$ cat config.mk
export PLATFORM = sky130hd
export DESIGN_NAME = delta_list_timeout_queue_unit
export DESIGN_NICKNAME = d
export VERILOG_FILES = /design/src/hdl/dltq_pkg.sv /design/src/hdl/delta_list_timeout_queue_unit.sv
export SDC_FILE = /design/constraint.sdc
export NUM_CORES = 1
export LEC_CHECK = 0
export CAP_MARGIN = 20
export CELL_PAD_IN_SITES_DETAIL_PLACEMENT = 1
export CELL_PAD_IN_SITES_GLOBAL_PLACEMENT = 1
export CORE_MARGIN = 8
export CORE_UTILIZATION = 50
export DETAILED_ROUTE_END_ITERATION = 12
export DONT_BUFFER_PORTS = 1
export PLACE_DENSITY_LB_ADDON = 0.1
export SYNTH_ARGS = -nofsm -noshare
export SYNTH_HDL_FRONTEND = slang
export SYNTH_SLANG_ARGS = --single-unit
$ cat constraint.sdc
create_clock -name clk -period 16.3 [get_ports clk]
set_input_delay 0.815 -clock clk [delete_from_list [all_inputs] [get_ports clk]]
set_output_delay 0.815 -clock clk [all_outputs]
set_load 0.02 [all_outputs]
$ cat src/hdl/dltq_pkg.sv
// ----------------------------------------------------------------------------
// dltq_pkg: shared definitions for the delta-list timeout queue
// Table depth, request and status codes, sequencer states and helpers.
// ----------------------------------------------------------------------------
package dltq_pkg;

    localparam int DEPTH       = 16;
    localparam int IDX_W       = $clog2(DEPTH);
    localparam int CNT_W       = $clog2(DEPTH + 1);
    localparam int MAX_RESULTS = 16;
    localparam int K_W         = $clog2(MAX_RESULTS + 1);

    // request kinds
    localparam logic [1:0] REQ_TICK     = 2'd0;
    localparam logic [1:0] REQ_SCHEDULE = 2'd1;
    localparam logic [1:0] REQ_CANCEL   = 2'd2;
    localparam logic [1:0] REQ_DRAIN    = 2'd3;

    // result status codes
    localparam logic [1:0] ST_DONE      = 2'd0;
    localparam logic [1:0] ST_FULL      = 2'd1;
    localparam logic [1:0] ST_EXPIRED   = 2'd2;
    localparam logic [1:0] ST_NOT_FOUND = 2'd3;

    typedef enum logic [3:0] {
        S_IDLE,
        S_SCHED_SCAN,
        S_SCHED_SHIFT,
        S_SCHED_FIX,
        S_CANCEL_SCAN,
        S_CANCEL_ADD,
        S_CANCEL_SHIFT,
        S_TICK,
        S_DRAIN_CHECK,
        S_DRAIN_SHIFT,
        S_FINISH
    } state_t;

    // clamp a 33-bit signed value into 32 bits
    function automatic logic signed [31:0] sat32(input logic signed [32:0] v);
        logic signed [31:0] r;
        if (v > 33'sd2147483647)
            r = 32'sh7FFF_FFFF;
        else if (v < -33'sd2147483648)
            r = 32'sh8000_0000;
        else
            r = v[31:0];
        return r;
    endfunction

endpackage

$ cat src/hdl/delta_list_timeout_queue_unit.sv
// ----------------------------------------------------------------------------
// delta_list_timeout_queue_unit: timeout queue held as an ordered delta list
// Schedule, cancel, tick and drain requests on a table walked by a
// small sequencer.
// ----------------------------------------------------------------------------
// Usage
//   Requests come in on the s_axis channel: tuser carries the request kind,
//   tdata the tag and delay. Results leave on m_axis: tuser carries the
//   status, tdata the expired tag, lateness and due flag, tlast marks the
//   final result of a request. Tick, schedule and cancel give one result;
//   drain gives one result per due entry popped (up to 16), or one empty
//   result.
//   One table entry is visited per cycle, save while a drain waits for
//   the output register to free. The s_axis_tready is low while a
//   request is being worked on.
//   Reset empties the queue at once; the table contents are not cleared.
//   A result waits in the output register while m_axis_tready is low;
//   the next request is still taken once the table work is finished, and
//   any further result holds the sequencer until the register frees.
// ----------------------------------------------------------------------------
module delta_list_timeout_queue_unit
(
    input  logic        clk,
    input  logic        rst_n,
    input  logic        s_axis_tvalid,
    output logic        s_axis_tready,
    input  logic [47:0] s_axis_tdata,   // tag[15:0], delay_ticks[46:16], zero pad
    input  logic [1:0]  s_axis_tuser,   // req_type[1:0]
    output logic        m_axis_tvalid,
    input  logic        m_axis_tready,
    output logic [55:0] m_axis_tdata,   // expired_tag[15:0], lateness[47:16],
                                        // due_waiting[48], zero pad
    output logic [1:0]  m_axis_tuser,   // status[1:0]
    output logic        m_axis_tlast
);

    // table storage
    logic [15:0]        tag_mem   [dltq_pkg::DEPTH];
    logic signed [31:0] delta_mem [dltq_pkg::DEPTH];

    dltq_pkg::state_t state_reg, state_next;
    logic [dltq_pkg::CNT_W-1:0] cnt_reg, cnt_next;
    logic [dltq_pkg::CNT_W-1:0] idx_reg, idx_next;
    logic [dltq_pkg::CNT_W-1:0] pos_reg, pos_next;
    logic [dltq_pkg::K_W-1:0]   k_reg, k_next;
    logic [15:0]        tag_reg, tag_next;
    logic signed [31:0] t_reg, t_next;
    logic               pend_reg, pend_next;
    logic [15:0]        ptag_reg, ptag_next;
    logic signed [31:0] plate_reg, plate_next;
    logic [1:0]         rstat_reg, rstat_next;
    logic               rdue_reg, rdue_next;

    // output register
    logic               ov_reg, ov_next;
    logic [1:0]         ostat_reg, ostat_next;
    logic [15:0]        otag_reg, otag_next;
    logic signed [31:0] olate_reg, olate_next;
    logic               odue_reg, odue_next;
    logic               olast_reg, olast_next;

    // single read and write port to the table
    logic [dltq_pkg::IDX_W-1:0] rd_addr, wr_addr;
    logic [15:0]        rd_tag, wr_tag;
    logic signed [31:0] rd_delta, wr_delta;
    logic               wr_en;

    logic               out_free;
    logic signed [31:0] dec;
    logic [30:0]        in_delay;
    logic               has_due;

    assign rd_tag   = tag_mem[rd_addr];
    assign rd_delta = delta_mem[rd_addr];
    assign out_free = !ov_reg || m_axis_tready;
    assign in_delay = s_axis_tdata[46:16];
    assign dec      = dltq_pkg::sat32({rd_delta[31], rd_delta} - 33'sd1);
    assign has_due  = (k_reg < dltq_pkg::K_W'(dltq_pkg::MAX_RESULTS))
                      && (cnt_reg != '0) && (rd_delta <= 32'sd0);

    assign s_axis_tready = (state_reg == dltq_pkg::S_IDLE);
    assign m_axis_tvalid = ov_reg;
    assign m_axis_tuser  = ostat_reg;
    assign m_axis_tlast  = olast_reg;
    assign m_axis_tdata  = {7'd0, odue_reg, olate_reg, otag_reg};

    // table write port
    always_ff @(posedge clk)
    begin
        if (wr_en)
        begin
            tag_mem[wr_addr]   <= wr_tag;
            delta_mem[wr_addr] <= wr_delta;
        end
    end

    // control and output registers
    always_ff @(posedge clk or negedge rst_n)
    begin
        if (!rst_n)
        begin
            state_reg <= dltq_pkg::S_IDLE;
            cnt_reg   <= '0;
            ov_reg    <= 1'b0;
            pend_reg  <= 1'b0;
        end
        else
        begin
            state_reg <= state_next;
            cnt_reg   <= cnt_next;
            ov_reg    <= ov_next;
            pend_reg  <= pend_next;
        end
    end

    // payload and working registers
    always_ff @(posedge clk)
    begin
        idx_reg   <= idx_next;
        pos_reg   <= pos_next;
        k_reg     <= k_next;
        tag_reg   <= tag_next;
        t_reg     <= t_next;
        ptag_reg  <= ptag_next;
        plate_reg <= plate_next;
        rstat_reg <= rstat_next;
        rdue_reg  <= rdue_next;
        ostat_reg <= ostat_next;
        otag_reg  <= otag_next;
        olate_reg <= olate_next;
        odue_reg  <= odue_next;
        olast_reg <= olast_next;
    end

    // sequencer
    always_comb
    begin
        state_next = state_reg;
        cnt_next   = cnt_reg;
        idx_next   = idx_reg;
        pos_next   = pos_reg;
        k_next     = k_reg;
        tag_next   = tag_reg;
        t_next     = t_reg;
        pend_next  = pend_reg;
        ptag_next  = ptag_reg;
        plate_next = plate_reg;
        rstat_next = rstat_reg;
        rdue_next  = rdue_reg;
        ov_next    = ov_reg && !m_axis_tready;
        ostat_next = ostat_reg;
        otag_next  = otag_reg;
        olate_next = olate_reg;
        odue_next  = odue_reg;
        olast_next = olast_reg;
        rd_addr    = idx_reg[dltq_pkg::IDX_W-1:0];
        wr_en      = 1'b0;
        wr_addr    = idx_reg[dltq_pkg::IDX_W-1:0];
        wr_tag     = rd_tag;
        wr_delta   = rd_delta;

        case (state_reg)
            dltq_pkg::S_IDLE:
            begin
                if (s_axis_tvalid)
                begin
                    tag_next   = s_axis_tdata[15:0];
                    t_next     = (in_delay == '0) ? 32'sd1 : $signed({1'b0, in_delay});
                    idx_next   = '0;
                    k_next     = '0;
                    pend_next  = 1'b0;
                    rstat_next = dltq_pkg::ST_DONE;
                    rdue_next  = 1'b0;
                    case (s_axis_tuser)
                        dltq_pkg::REQ_TICK:     state_next = dltq_pkg::S_TICK;
                        dltq_pkg::REQ_SCHEDULE:
                        begin
                            if (cnt_reg == dltq_pkg::CNT_W'(dltq_pkg::DEPTH))
                            begin
                                rstat_next = dltq_pkg::ST_FULL;
                                state_next = dltq_pkg::S_FINISH;
                            end
                            else
                                state_next = dltq_pkg::S_SCHED_SCAN;
                        end
                        dltq_pkg::REQ_CANCEL:   state_next = dltq_pkg::S_CANCEL_SCAN;
                        default:                state_next = dltq_pkg::S_DRAIN_CHECK;
                    endcase
                end
            end

            // find insertion point, taking positive deltas off the delay
            dltq_pkg::S_SCHED_SCAN:
            begin
                if (idx_reg < cnt_reg && rd_delta < t_reg)
                begin
                    if (rd_delta > 32'sd0)
                        t_next = t_reg - rd_delta;
                    idx_next = idx_reg + 1'b1;
                end
                else
                begin
                    pos_next   = idx_reg;
                    idx_next   = cnt_reg;
                    state_next = dltq_pkg::S_SCHED_SHIFT;
                end
            end

            // open a gap, moving entries up one place from the tail
            dltq_pkg::S_SCHED_SHIFT:
            begin
                if (idx_reg > pos_reg)
                begin
                    rd_addr  = dltq_pkg::IDX_W'(idx_reg - 1'b1);
                    wr_en    = 1'b1;
                    idx_next = idx_reg - 1'b1;
                end
                else
                begin
                    wr_en    = 1'b1;
                    wr_tag   = tag_reg;
                    wr_delta = t_reg;
                    cnt_next = cnt_reg + 1'b1;
                    if (pos_reg < cnt_reg)
                        state_next = dltq_pkg::S_SCHED_FIX;
                    else
                        state_next = dltq_pkg::S_FINISH;
                end
            end

            // successor loses the new entry's delta
            dltq_pkg::S_SCHED_FIX:
            begin
                rd_addr    = dltq_pkg::IDX_W'(pos_reg + 1'b1);
                wr_addr    = rd_addr;
                wr_en      = 1'b1;
                wr_delta   = dltq_pkg::sat32({rd_delta[31], rd_delta} - {t_reg[31], t_reg});
                state_next = dltq_pkg::S_FINISH;
            end

            // look for the first matching tag
            dltq_pkg::S_CANCEL_SCAN:
            begin
                if (idx_reg == cnt_reg)
                begin
                    rstat_next = dltq_pkg::ST_NOT_FOUND;
                    state_next = dltq_pkg::S_FINISH;
                end
                else if (rd_tag == tag_reg)
                begin
                    pos_next = idx_reg;
                    t_next   = rd_delta;
                    if (idx_reg + 1'b1 < cnt_reg && rd_delta > 32'sd0)
                        state_next = dltq_pkg::S_CANCEL_ADD;
                    else
                        state_next = dltq_pkg::S_CANCEL_SHIFT;
                end
                else
                    idx_next = idx_reg + 1'b1;
            end

            // hand the removed delta on to the successor
            dltq_pkg::S_CANCEL_ADD:
            begin
                rd_addr    = dltq_pkg::IDX_W'(pos_reg + 1'b1);
                wr_addr    = rd_addr;
                wr_en      = 1'b1;
                wr_delta   = dltq_pkg::sat32({rd_delta[31], rd_delta} + {t_reg[31], t_reg});
                state_next = dltq_pkg::S_CANCEL_SHIFT;
            end

            // close the gap, moving entries down one place
            dltq_pkg::S_CANCEL_SHIFT:
            begin
                if (idx_reg + 1'b1 < cnt_reg)
                begin
                    rd_addr  = dltq_pkg::IDX_W'(idx_reg + 1'b1);
                    wr_en    = 1'b1;
                    idx_next = idx_reg + 1'b1;
                end
                else
                begin
                    cnt_next   = cnt_reg - 1'b1;
                    state_next = dltq_pkg::S_FINISH;
                end
            end

            // age due entries and the first pending one
            dltq_pkg::S_TICK:
            begin
                if (idx_reg == cnt_reg)
                    state_next = dltq_pkg::S_FINISH;
                else
                begin
                    wr_en    = 1'b1;
                    wr_delta = dec;
                    if (dec > 32'sd0)
                        state_next = dltq_pkg::S_FINISH;
                    else
                    begin
                        rdue_next = 1'b1;
                        if (dec == 32'sd0)
                            state_next = dltq_pkg::S_FINISH;
                        else
                            idx_next = idx_reg + 1'b1;
                    end
                end
            end

            // one due entry is held back so its tlast is known
            dltq_pkg::S_DRAIN_CHECK:
            begin
                rd_addr = '0;
                if (has_due)
                begin
                    if (!pend_reg || out_free)
                    begin
                        if (pend_reg)
                        begin
                            ov_next    = 1'b1;
                            ostat_next = dltq_pkg::ST_EXPIRED;
                            otag_next  = ptag_reg;
                            olate_next = plate_reg;
                            odue_next  = 1'b0;
                            olast_next = 1'b0;
                        end
                        pend_next  = 1'b1;
                        ptag_next  = rd_tag;
                        plate_next = rd_delta;
                        k_next     = k_reg + 1'b1;
                        idx_next   = '0;
                        state_next = dltq_pkg::S_DRAIN_SHIFT;
                    end
                end
                else
                begin
                    if (pend_reg)
                        rstat_next = dltq_pkg::ST_EXPIRED;
                    state_next = dltq_pkg::S_FINISH;
                end
            end

            // pop the front entry
            dltq_pkg::S_DRAIN_SHIFT:
            begin
                if (idx_reg + 1'b1 < cnt_reg)
                begin
                    rd_addr  = dltq_pkg::IDX_W'(idx_reg + 1'b1);
                    wr_en    = 1'b1;
                    idx_next = idx_reg + 1'b1;
                end
                else
                begin
                    cnt_next   = cnt_reg - 1'b1;
                    state_next = dltq_pkg::S_DRAIN_CHECK;
                end
            end

            // final result of the request
            dltq_pkg::S_FINISH:
            begin
                if (out_free)
                begin
                    ov_next    = 1'b1;
                    ostat_next = rstat_reg;
                    otag_next  = pend_reg ? ptag_reg : 16'd0;
                    olate_next = pend_reg ? plate_reg : 32'sd0;
                    odue_next  = rdue_reg;
                    olast_next = 1'b1;
                    pend_next  = 1'b0;
                    state_next = dltq_pkg::S_IDLE;
                end
            end

            default:
                state_next = dltq_pkg::S_IDLE;
        endcase
    end

endmodule
# [Yosys cells after proc, flatten, opt, wreduce, memory -nomap -nowiden]
# Memories as Yosys holds them, arrays and structs flattened.
# Cells that the tools add are included.
[totals] elab_cells=234 regBits=177 mem_count=2 ram_bits=768 inputBits=54 output_inout_bits=61
[mem_list] memory="delta_mem" words=16 word_bits=32 read_ports=1 rd_clocked_by_memory_dff=0 wr=1 line_no="delta_list_timeout_queue_unit.sv:39" source="logic signed [31:0] delta_mem [dltq_pkg::DEPTH];"
[mem_list] memory="tag_mem" words=16 word_bits=16 read_ports=1 rd_clocked_by_memory_dff=0 wr=1 line_no="delta_list_timeout_queue_unit.sv:38" source="logic [15:0] tag_mem [dltq_pkg::DEPTH];"
[op_classes] mux=110 reduce_logical=39 n_eq_ne=40 n_lt_le_gt_ge=15 addsub=10
[op_table] cell="32-bit 2-to-1 mux" n=18
[op_table] cell="32-bit one-hot mux with 4 select lines" n=1
[op_table] cell="16-bit 2-to-1 mux" n=7
[op_table] cell="33-bit by 32-bit greater-than comparator with 1-bit output, second input constant" n=3
[op_table] cell="33-bit by 32-bit < comparator with 1-bit output, second input constant" n=3
[op_table] cell="32-bit one-hot mux with 3 select lines" n=1
[op_table] cell="5-bit 2-to-1 mux" n=18
[op_table] cell="4-bit 2-to-1 mux" n=18
[op_table] cell="32-bit by 1-bit greater-than comparator with 1-bit output, second input constant" n=2
[op_table] cell="32-bit one-hot mux with 2 select lines" n=1
[op_table] cell="4-bit one-hot mux with 11 select lines" n=1
[op_table] cell="2-bit inequality test, second input constant" n=21
[op_table] cell="5-bit one-hot mux with 7 select lines" n=1
[op_table] cell="32-bit by 32-bit adder with 33-bit output" n=1
[op_table] cell="32-bit by 2-bit subtractor with 33-bit output, second input constant" n=1
[op_table] cell="32-bit by 32-bit subtractor with 33-bit output" n=1
[op_table] cell="32-bit by 1-bit <= comparator with 1-bit output, second input constant" n=1
[op_table] cell="32-bit logical NOT" n=1
[op_table] cell="32-bit < comparator" n=1
[op_table] cell="16-bit one-hot mux with 2 select lines" n=1
[op_table] cell="32-bit subtractor" n=1
[op_table] cell="31-bit logical NOT" n=1
[op_table] cell="31-bit 2-to-1 mux" n=1
[op_table] cell="5-bit one-hot mux with 2 select lines" n=3
[op_table] cell="44 further kinds" n=106

# [Longest topological paths before layout]
# Gate-level depths: netlist of the first run.
# An unclocked memory read counts as a cell.
[logic_depth] depth_word=14 depth_mapped=41 ltp_nobuf=34

# [Worst setup path before layout of the first run]
# Ideal clock, no wire load.
[synth_path] path_kind="flip-flop to flip-flop" start="reg idx_reg[1] (netlist bit)" end="reg olast_reg (netlist: m_axis_tlast), enable pin" stages_incl_launch_ff=29 required_ns=15.710 path_buffers=8 slack_ns=3.961 period_less_slack_ns=12.339 t_arrival_ns=11.749 setup_ns=0.590 cell_sequence="edfxtp_1 > clkbuf_1 > inv_1 > ha_1 > ha_1 > nor2b_1 > o2111ai_2 > nand3_1 > nor2_1 > a2111o_1 > clkbuf_1 > clkbuf_1 > clkbuf_1 > buf_1 > clkbuf_1 > clkbuf_1 > o21a_1 > ha_1 > inv_1 > a211oi_1 > o2111ai_2 > or3_4 > or4_1 > buf_2 > nor2_1 > nor2_1 > nor3_1 > a21oi_1 > nor4_1"
[synth_via] elab_chain_len=9 word_cells_on_any_way=12 classes_between="2 x add/sub; 3 x order compare; 1 x eq/ne; 3 x mux; 2 x reduce/logical; 1 x memory"
[synth_rtl] item="start: declaration" line_no="delta_list_timeout_queue_unit.sv:43" source="logic [dltq_pkg::CNT_W-1:0] idx_reg, idx_next;"
[synth_rtl] item="start signal: assignment" line_no="delta_list_timeout_queue_unit.sv:119" source="idx_reg <= idx_next;"
[synth_rtl] item="5-bit by 1-bit adder with 5-bit output" line_no="delta_list_timeout_queue_unit.sv:275, delta_list_timeout_queue_unit.sv:346"
[synth_rtl] item="5-bit < comparator" line_no="delta_list_timeout_queue_unit.sv:275, delta_list_timeout_queue_unit.sv:346"
[synth_rtl] item="4-bit 2-to-1 mux" line_no="delta_list_timeout_queue_unit.sv:275, delta_list_timeout_queue_unit.sv:346"
[synth_rtl] item="4-bit one-hot mux with 4 select lines (*)" line_no="delta_list_timeout_queue_unit.sv:162" source="case (state_reg)"
[synth_rtl] item="memory read 16 x 32 bit (*)"
[synth_rtl] item="32-bit by 1-bit <= comparator with 1-bit output (*)" line_no="delta_list_timeout_queue_unit.sv:79" source="&& (cnt_reg != '0) && (rd_delta <= 32'sd0);"
[synth_rtl] item="1-bit logical AND (*)" line_no="delta_list_timeout_queue_unit.sv:79"
[synth_rtl] item="2-bit inequality test (no line) (*)"
[synth_rtl] item="5-bit AND reduction (no line) (*)"
[synth_rtl] item="end signal: assignment" line_no="delta_list_timeout_queue_unit.sv:132" source="olast_reg <= olast_next;"
[synth_rtl] item="end: declaration" line_no="delta_list_timeout_queue_unit.sv:60" source="logic olast_reg, olast_next;"
# Mark *: on every way between the ends. The rest lies on a longest branch, timed or not.
# A chain may end at the register's enable or synchronous reset.

# [Worst setup path in the final report of the first run]
[layout_path] start="reg idx_reg[1] (netlist bit)" end="mem delta_mem[11][14], data pin"
[layout_via] elab_chain_len=11 word_cells_on_any_way=27 classes_between="5 x add/sub; 8 x order compare; 1 x eq/ne; 12 x mux; 1 x memory"
[layout_rtl] item="5-bit by 1-bit adder with 5-bit output" line_no="delta_list_timeout_queue_unit.sv:275, delta_list_timeout_queue_unit.sv:346"
[layout_rtl] item="5-bit < comparator" line_no="delta_list_timeout_queue_unit.sv:275, delta_list_timeout_queue_unit.sv:346"
[layout_rtl] item="4-bit 2-to-1 mux" line_no="delta_list_timeout_queue_unit.sv:275, delta_list_timeout_queue_unit.sv:346"
[layout_rtl] item="4-bit one-hot mux with 4 select lines (*)" line_no="delta_list_timeout_queue_unit.sv:162"
[layout_rtl] item="memory read 16 x 32 bit (*)"
[layout_rtl] item="net rd_delta[2]" line_no="delta_list_timeout_queue_unit.sv:65" source="logic signed [31:0] rd_delta, wr_delta;"
[layout_rtl] item="32-bit by 2-bit subtractor with 33-bit output" line_no="delta_list_timeout_queue_unit.sv:77" source="assign dec = dltq_pkg::sat32({rd_delta[31], rd_delta} - 33'sd1);"
[layout_rtl] item="33-bit by 32-bit < comparator with 1-bit output" line_no="dltq_pkg.sv:44" source="else if (v < -33'sd2147483648)"
[layout_rtl] item="32-bit 2-to-1 mux" line_no="dltq_pkg.sv:44"
[layout_rtl] item="32-bit 2-to-1 mux" line_no="dltq_pkg.sv:42" source="if (v > 33'sd2147483647)"
[layout_rtl] item="32-bit 2-to-1 mux" line_no="delta_list_timeout_queue_unit.sv:291" source="if (idx_reg == cnt_reg)"
[layout_rtl] item="32-bit one-hot mux with 4 select lines (*)" line_no="delta_list_timeout_queue_unit.sv:162"
[layout_rtl] item="net wr_delta[14]" line_no="delta_list_timeout_queue_unit.sv:65"
[layout_rtl] item="end: declaration" line_no="delta_list_timeout_queue_unit.sv:39"
# Mark *: on every way through the listed nets, which the timed path passes. The rest lies on a longest branch.

==> impl_metrics.ini, run 1 <==
[run_status]
status = finished, final reports clean

[cts]
insertion_delay_ns = 0.72
cts_tree = built
cts_sinks = 945
cts_made_buffers = 101
cts_setup_buffers = 0
cts_buffer_depth = 3
cts_max_level = 3
clkSlewWorstSetupHoldPaths_ns = 0.06
cts-root-buf = clkbuf_16

[setup_path]
timing.critical_path.mode_cell = buf_4
cpMaxStageDelayCell = a32oi_1
ff2ff_setup_slack_ns = 3.82
max_stage_delay_ns = 1.20
r2r_start = idx_reg[1]$_DFFE_PP_
arrival_ns = 12.76
startpoint = idx_reg[1]$_DFFE_PP_
endpoint = delta_mem[11][14]$_DFFE_PP_
crit_path_max_fanout = 92
crit_path_end_kind = flop
crit_type = reg2reg
required_ns = 16.58
r2r_end = delta_mem[11][14]$_DFFE_PP_
start_kind = flop
reg2regPathDepth = 35

[synthesis]
synth_warnings = 0
synthesis.area_um2 = 45900
synth_edf_count = 934
dominantRegCellSynth = edfxtp_1
ys_seq_area_share_pct = 61.6
synthArstFlopShare_pct = 1.16
syn_area_per_cell_um2 = 11.9
ys_seq_elements = 945
yosys.cell_types.count = 112
synthCells = 3852

[floorplan]
num_io_pins = 115
die_w_um = 319
die_area_um2 = 102000
start_util_pct = 50.3
fp.dieH_um = 319
core-area_um2 = 91400
num_rows = 111

[timing]
min_period_ns = 12.48
rsz0062_at_grt = no
final-hold-violation-count = 0
setup_viol = 0
fin_setup_tns_ns = 0
fmax_ghz = 0.0801
slew_viol_final = 0
period_share_pct = 76.6
worst_slew_pin_slew_ns = 1.48
fin_worst_skew_ns = 0.0577
slew_headroom_pct = 1.49

[layout]
reg.largest.list = delta_mem (512), tag_mem (256)
drive_above_1_share_pct = 9.84
largest_reg_flops = 512
nets = 4006
area_delta_synth_final_pct = 10.2
n_fill_cell = 9211
largest-register = delta_mem

[placed_design]
portBuffers = 0
place_congestion = 0.915
hpwlAfterDp_um = 95200

[global_route]
grt_pass1_wl_um = 228000
grt_usage_pct = 29.5
antenna_found_initial = 1
grt_pass1_vias = 34800
grt_overflow = 0
grt_max_degree = 121

[route]
drcViolationCount = 0
drt-total-wl_um = 155000
drtAntennaViolNets = 0
post_drt_wl_per_cell_um = 30.5
vias_per_cell = 6.63
vias = 33800
first_pass_iters = 5
drt_first_iter_violations = 3737

[hold_path]
hold_path_class = in2reg

[run]
drv_cap = 0
[through the flow]
step	worst slack (ns)	area (µm²)	util, %	std cells	hold slack, ns
5_1_grt	3.50	50600	55.4	5099	0.174
6_report	3.82	50600	55.4	5101	0.206
2_1_floorplan	3.96	46000	-	3858	0.477
3_5_place_dp	3.88	47400	51.9	4901	0.520
3_3_place_gp	3.65	47400	51.9	4900	0.506
4_1_cts	3.88	50600	55.3	5091	0.168
[placed cells by master (no fill, tap or decap), drive strengths merged, types with 39 or more instances in the layout]
cell type	count
edfxtp	934
nand2	550
nand3	224
nor2	188
and3	152
o21ai	148
inv	147
ha	123
a21oi	120
clkbuf	120
buf	116
a211oi	108
xnor2	70
nor2b	65
nor3	59
clkinv	58
a311oi	50
nor4	43
mux2i	39
[worst max-delay path: cells and delay by family (launching register included)]
family | cells | cell delay [ns]
AOI/OAI and AO/OA | 15 | 5.65
buffers and inverters | 8 | 2.78
and+or+nand+nor | 9 | 1.60
adders and majority gates | 3 | 1.19
DFF | 1 | 0.72
[cell type report]
class | instances | area, µm² | area share [%]
antenna | 4 | 10.0 | 0.0198
clock buffer | 120 | 2600 | 5.13
clock inverter | 69 | 557 | 1.10
inverter | 143 | 537 | 1.06
multi-input combinational | 2517 | 16200 | 32.0
sequential | 945 | 28300 | 55.9
tap | 1186 | 1480 | 2.93
timing repair buffer | 117 | 915 | 1.81
[what timing repair did]
| item | 4_1_cts | 5_1_grt |
|---|---|---|
| gates resized for setup | 0 | 0 |
| hold buffers | 1 | 0 |
| endpoints found under the hold margin | 11 | 0 |
[cell families after synthesis]
group / count (synthesis) / share of synthesized area [%]
xor gates and xnor gates: 81 / 1.54
adders and majority gates: 127 / 3.52
buffers and inverters: 396 / 3.66
muxes: 44 / 1.02
other: 1 / 0.00816
AOI/OAI and AO/OA: 871 / 14.2
and+or+nand+nor: 1387 / 14.4
DFF: 945 / 61.6
[how the worst min path moves through the flow]
stage | start | endpoint | depth (start not counted)
floorplan | rstat_reg[1]$_DFFE_PP_ | m_axis_tuser[1]$_SDFFCE_PN1P_ | 1
global placement | rstat_reg[1]$_DFFE_PP_ | m_axis_tuser[1]$_SDFFCE_PN1P_ | 1
finish | s_axis_tdata[14] | tag_reg[14]$_DFFE_PP_ | 0
detailed placement | rst_n | state_reg[3]$_DFFE_PN0P_ | 0
global route | s_axis_tdata[14] | tag_reg[14]$_DFFE_PP_ | 0
CTS | s_axis_tdata[14] | tag_reg[14]$_DFFE_PP_ | 0
[layer usage]
layer / global-route usage, % / vias to the layer above / routed length, µm
li1: - / 14600 / -
met1: 40.2 / 17500 / 65100
met2: 48.0 / 1446 / 73100
met3: 4.71 / 321 / 11800
met4: 10.4 / 0 / 5400
met5: 0 / - / 0
[synthesized netlist by cell type (22+ instances only)]
cell type / count / area share, %
nor2_1: 184 / 1.5
buf_2: 47 / 0.51
a22oi_1: 36 / 0.59
nor3_1: 56 / 0.61
mux2i_1: 39 / 0.85
and3_1: 152 / 2.1
o21ai_0: 144 / 1.6
ha_1: 123 / 3.3
inv_1: 140 / 1.1
nand3_1: 224 / 2.4
a211oi_1: 107 / 1.7
o22ai_1: 25 / 0.34
a31oi_1: 27 / 0.37
nor2b_1: 65 / 0.89
a32oi_1: 22 / 0.42
a311oi_1: 50 / 0.95
a21oi_1: 118 / 1.3
nand2_1: 549 / 4.5
clkbuf_1: 158 / 1.3
a221oi_1: 26 / 0.50
o21bai_1: 23 / 0.38
a31o_2: 24 / 0.46
xnor2_1: 70 / 1.3
nor4_1: 42 / 0.57
buf_1: 23 / 0.19
a21o_1: 33 / 0.54
edfxtp_1: 934 / 61
a221o_1: 24 / 0.52
Power of run 1 is not shown: default switching activity piles up to over one toggle a cycle in this logic, so the estimate is an artifact.
==> run 2, diff against run 1 <==
--- a/config.mk
+++ b/config.mk
@@ -5,11 +5,12 @@
 export SDC_FILE = /design/constraint.sdc
 export NUM_CORES = 1
 export LEC_CHECK = 0
+export ABC_AREA = 1
 export CAP_MARGIN = 20
 export CELL_PAD_IN_SITES_DETAIL_PLACEMENT = 1
 export CELL_PAD_IN_SITES_GLOBAL_PLACEMENT = 1
 export CORE_MARGIN = 8
-export CORE_UTILIZATION = 50
+export CORE_UTILIZATION = 46
 export DETAILED_ROUTE_END_ITERATION = 12
 export DONT_BUFFER_PORTS = 1
 export PLACE_DENSITY_LB_ADDON = 0.1
==> constraint.sdc (replaced) <==
create_clock -name clk -period 10.21 [get_ports clk]
set_input_delay 0.5105 -clock clk [delete_from_list [all_inputs] [get_ports clk]]
set_output_delay 0.5105 -clock clk [all_outputs]
set_load 0.02 [all_outputs]
==> impl_metrics.ini, run 2 <==
[layout]
final_cell_mix = 934 x edfxtp_1, 747 x nand2_1, 607 x inv_1
nets = 5018
largest_reg_flops = 512
diodes = 0
area_delta_synth_final_pct = 11.2
n_fill_cell = 11400
layout_commonest_cell = edfxtp_1
reg.largest.list = delta_mem (512), tag_mem (256)
largest-register = delta_mem
instances_no_fill = 6294
drive_above_1_share_pct = 8.10

[cts]
insertion_delay_ns = 0.72
cts_max_level = 3
clkSlewWorstSetupHoldPaths_ns = 0.06
cts-root-buf = clkbuf_16
cts_made_buffers = 102
cts_buffer_depth = 3
cts_sinks = 945
cts_tree = built

[setup_path]
path_buf_inv = 5
r2r_end = delta_mem[1][24]$_DFFE_PP_
ff2ff_setup_slack_ns = 0.68
reg2regPathDepth = 39
start_kind = flop
crit_type = reg2reg
arrival_ns = 9.81
required_ns = 10.49
crit_path_max_fanout = 16
max_stage_delay_ns = 0.58
crit_path_end_kind = flop
cpMaxStageDelayCell = edfxtp_1
r2r_start = idx_reg[0]$_DFFE_PP_
cpLargestDelayFamily = simple AND/OR/NAND/NOR gates

[global_route]
use_met3_pct = 4.78
grt_pass1_wl_um = 243000
antenna_found_initial = 3
grt_usage_pct = 27.9
use_met1_pct = 38.3
met2_usage_pct = 44.6
grt_max_degree = 169
grt_pass1_vias = 37400
grt_most_used_layer = met2
grt_overflow = 0

[hold_path]
hold_depth = 2
hold_start = s_axis_tdata[26]
hold_path_class = in2reg
min_to = t_reg[10]$_DFFE_PP_

[route]
drt_first_iter_violations = 3461
vias = 36900
drcViolationCount = 0
post_drt_wl_per_cell_um = 26.5
first_pass_iters = 5
vias_per_cell = 5.86
drtAntennaViolNets = 0
drt-total-wl_um = 167000

[synthesis]
ys_seq_area_share_pct = 58.9
synthMuxAreaShare_pct = 0
synth_common_cells = 934 x edfxtp_1, 749 x nand2_1, 608 x inv_1
synthTopCellsByArea = edfxtp_1 58%, nand2_1 5.8%, nand3_1 5.6%
synthArstFlopShare_pct = 1.16
synth_area_leader_cell = edfxtp_1
synth_edf_count = 934
dominantRegCellSynth = edfxtp_1
syn_area_per_cell_um2 = 10.0
synthXorXnorAreaFrac_pct = 1.60
synth-compound-area-share_pct = 10.2
synth_warnings = 0
yosys.area_share.simple_pct = 18.3
synthCells = 4802
synth_top_family_by_area = simple AND/OR/NAND/NOR gates
synthesis.area_um2 = 48100
yosysMostFrequentCell = edfxtp_1
synth_top_area_share_pct = 58.3
yosys.cell_types.count = 63
ys_seq_elements = 945
synthAdderAreaFrac_pct = 3.37

[floorplan]
fp.dieH_um = 339
start_util_pct = 46.4
die_w_um = 339
core-area_um2 = 104000
die_area_um2 = 115000
num_rows = 118
num_io_pins = 115

[placed_design]
pre_cts_ws_ns = 0.832
place_congestion = 0.956
dp.cells = 6090
hpwlAfterDp_um = 107000
portBuffers = 0

[timing]
fin_worst_skew_ns = 0.0636
worst_slew_pin_slew_ns = 1.22
fin_setup_tns_ns = 0
slew_headroom_pct = 18.8
rsz0062_at_grt = no
fin_ws_ns = 0.676
setup_viol = 0
period_share_pct = 93.4
final-hold-violation-count = 0
min_period_ns = 9.53
slew_viol_final = 0
fmax_ghz = 0.105

[run_status]
status = finished, final reports clean

[run]
drv_cap = 0
## run 2: how the worst max path moves through the flow
| stage | cells after the start | slack (ns) | end | from |
|---|---|---|---|---|
| 2_1_floorplan | 28 | 0.31 | m_axis_tlast$_DFFE_PP_ | idx_reg[0]$_DFFE_PP_ |
| 3_3_place_gp | 39 | 1.05 | delta_mem[2][30]$_DFFE_PP_ | idx_reg[1]$_DFFE_PP_ |
| 3_5_place_dp | 39 | 0.83 | delta_mem[5][30]$_DFFE_PP_ | idx_reg[1]$_DFFE_PP_ |
| 4_1_cts | 39 | 0.85 | delta_mem[6][30]$_DFFE_PP_ | idx_reg[1]$_DFFE_PP_ |
| 5_1_grt | 39 | 0.01 | delta_mem[13][20]$_DFFE_PP_ | idx_reg[1]$_DFFE_PP_ |
| 6_report | 39 | 0.68 | delta_mem[1][24]$_DFFE_PP_ | idx_reg[0]$_DFFE_PP_ |
## run 2: repair_timing
action                     CTS  global route
setup endpoints to repair    0            16
hold endpoints to repair    28             0
hold buffers                18             0
gates resized for setup      0             1
buffers inserted             0             3
## run 2: worst register-to-register path: cells and delay by family, from the launching register on
kind                       cells  cell delay, ns
buffers and inverters          5            0.92
AOI/OAI and AO/OA             13            2.62
xor gates and xnor gates       2            0.62
adders and majority gates      4            1.42
and+or+nand+nor               15            3.01
DFF                            1            0.58
## run 2: area by class of cell
class	count	area, µm²	area share (%)
Clock inverter	59	504	0.943
Multi-Input combinational cell	2982	16400	30.6
Timing Repair Buffer	179	1540	2.88
Sequential cell	945	28300	53.0
Tap cell	1380	1730	3.23
Clock buffer	122	2650	4.95
Inverter	627	2360	4.42
## run 2: stage by stage
stage                     util (%)  hold slack [ns]  instance area, µm²
after detailed placement      48.3            0.215               50100
after global routing          51.6           0.0378               53500
after global placement        48.3            0.215               50100
after floorplan                  -            0.215               48100
final                         51.6           0.0616               53500
after CTS                     51.5           0.0122               53400
## run 2: cells by family (layout without fill, tap and decap cells)
kind of cell               count (synthesis)  in the layout
and+or+nand+nor                         1946           1948
DFF                                      945            945
buffers and inverters                    883            987
AOI/OAI and AO/OA                        812            812
adders and majority gates                127            127
xor gates and xnor gates                  88             88
other                                      1              7
## run 2: routing by layer
layer / wire, µm / vias to the layer above
met5: 0 / -
met1: 73300 / 18600
met2: 76600 / 1224
met4: 5910 / 0
li1: - / 16700
met3: 10900 / 265
Power of run 2 is left out for the same reason.
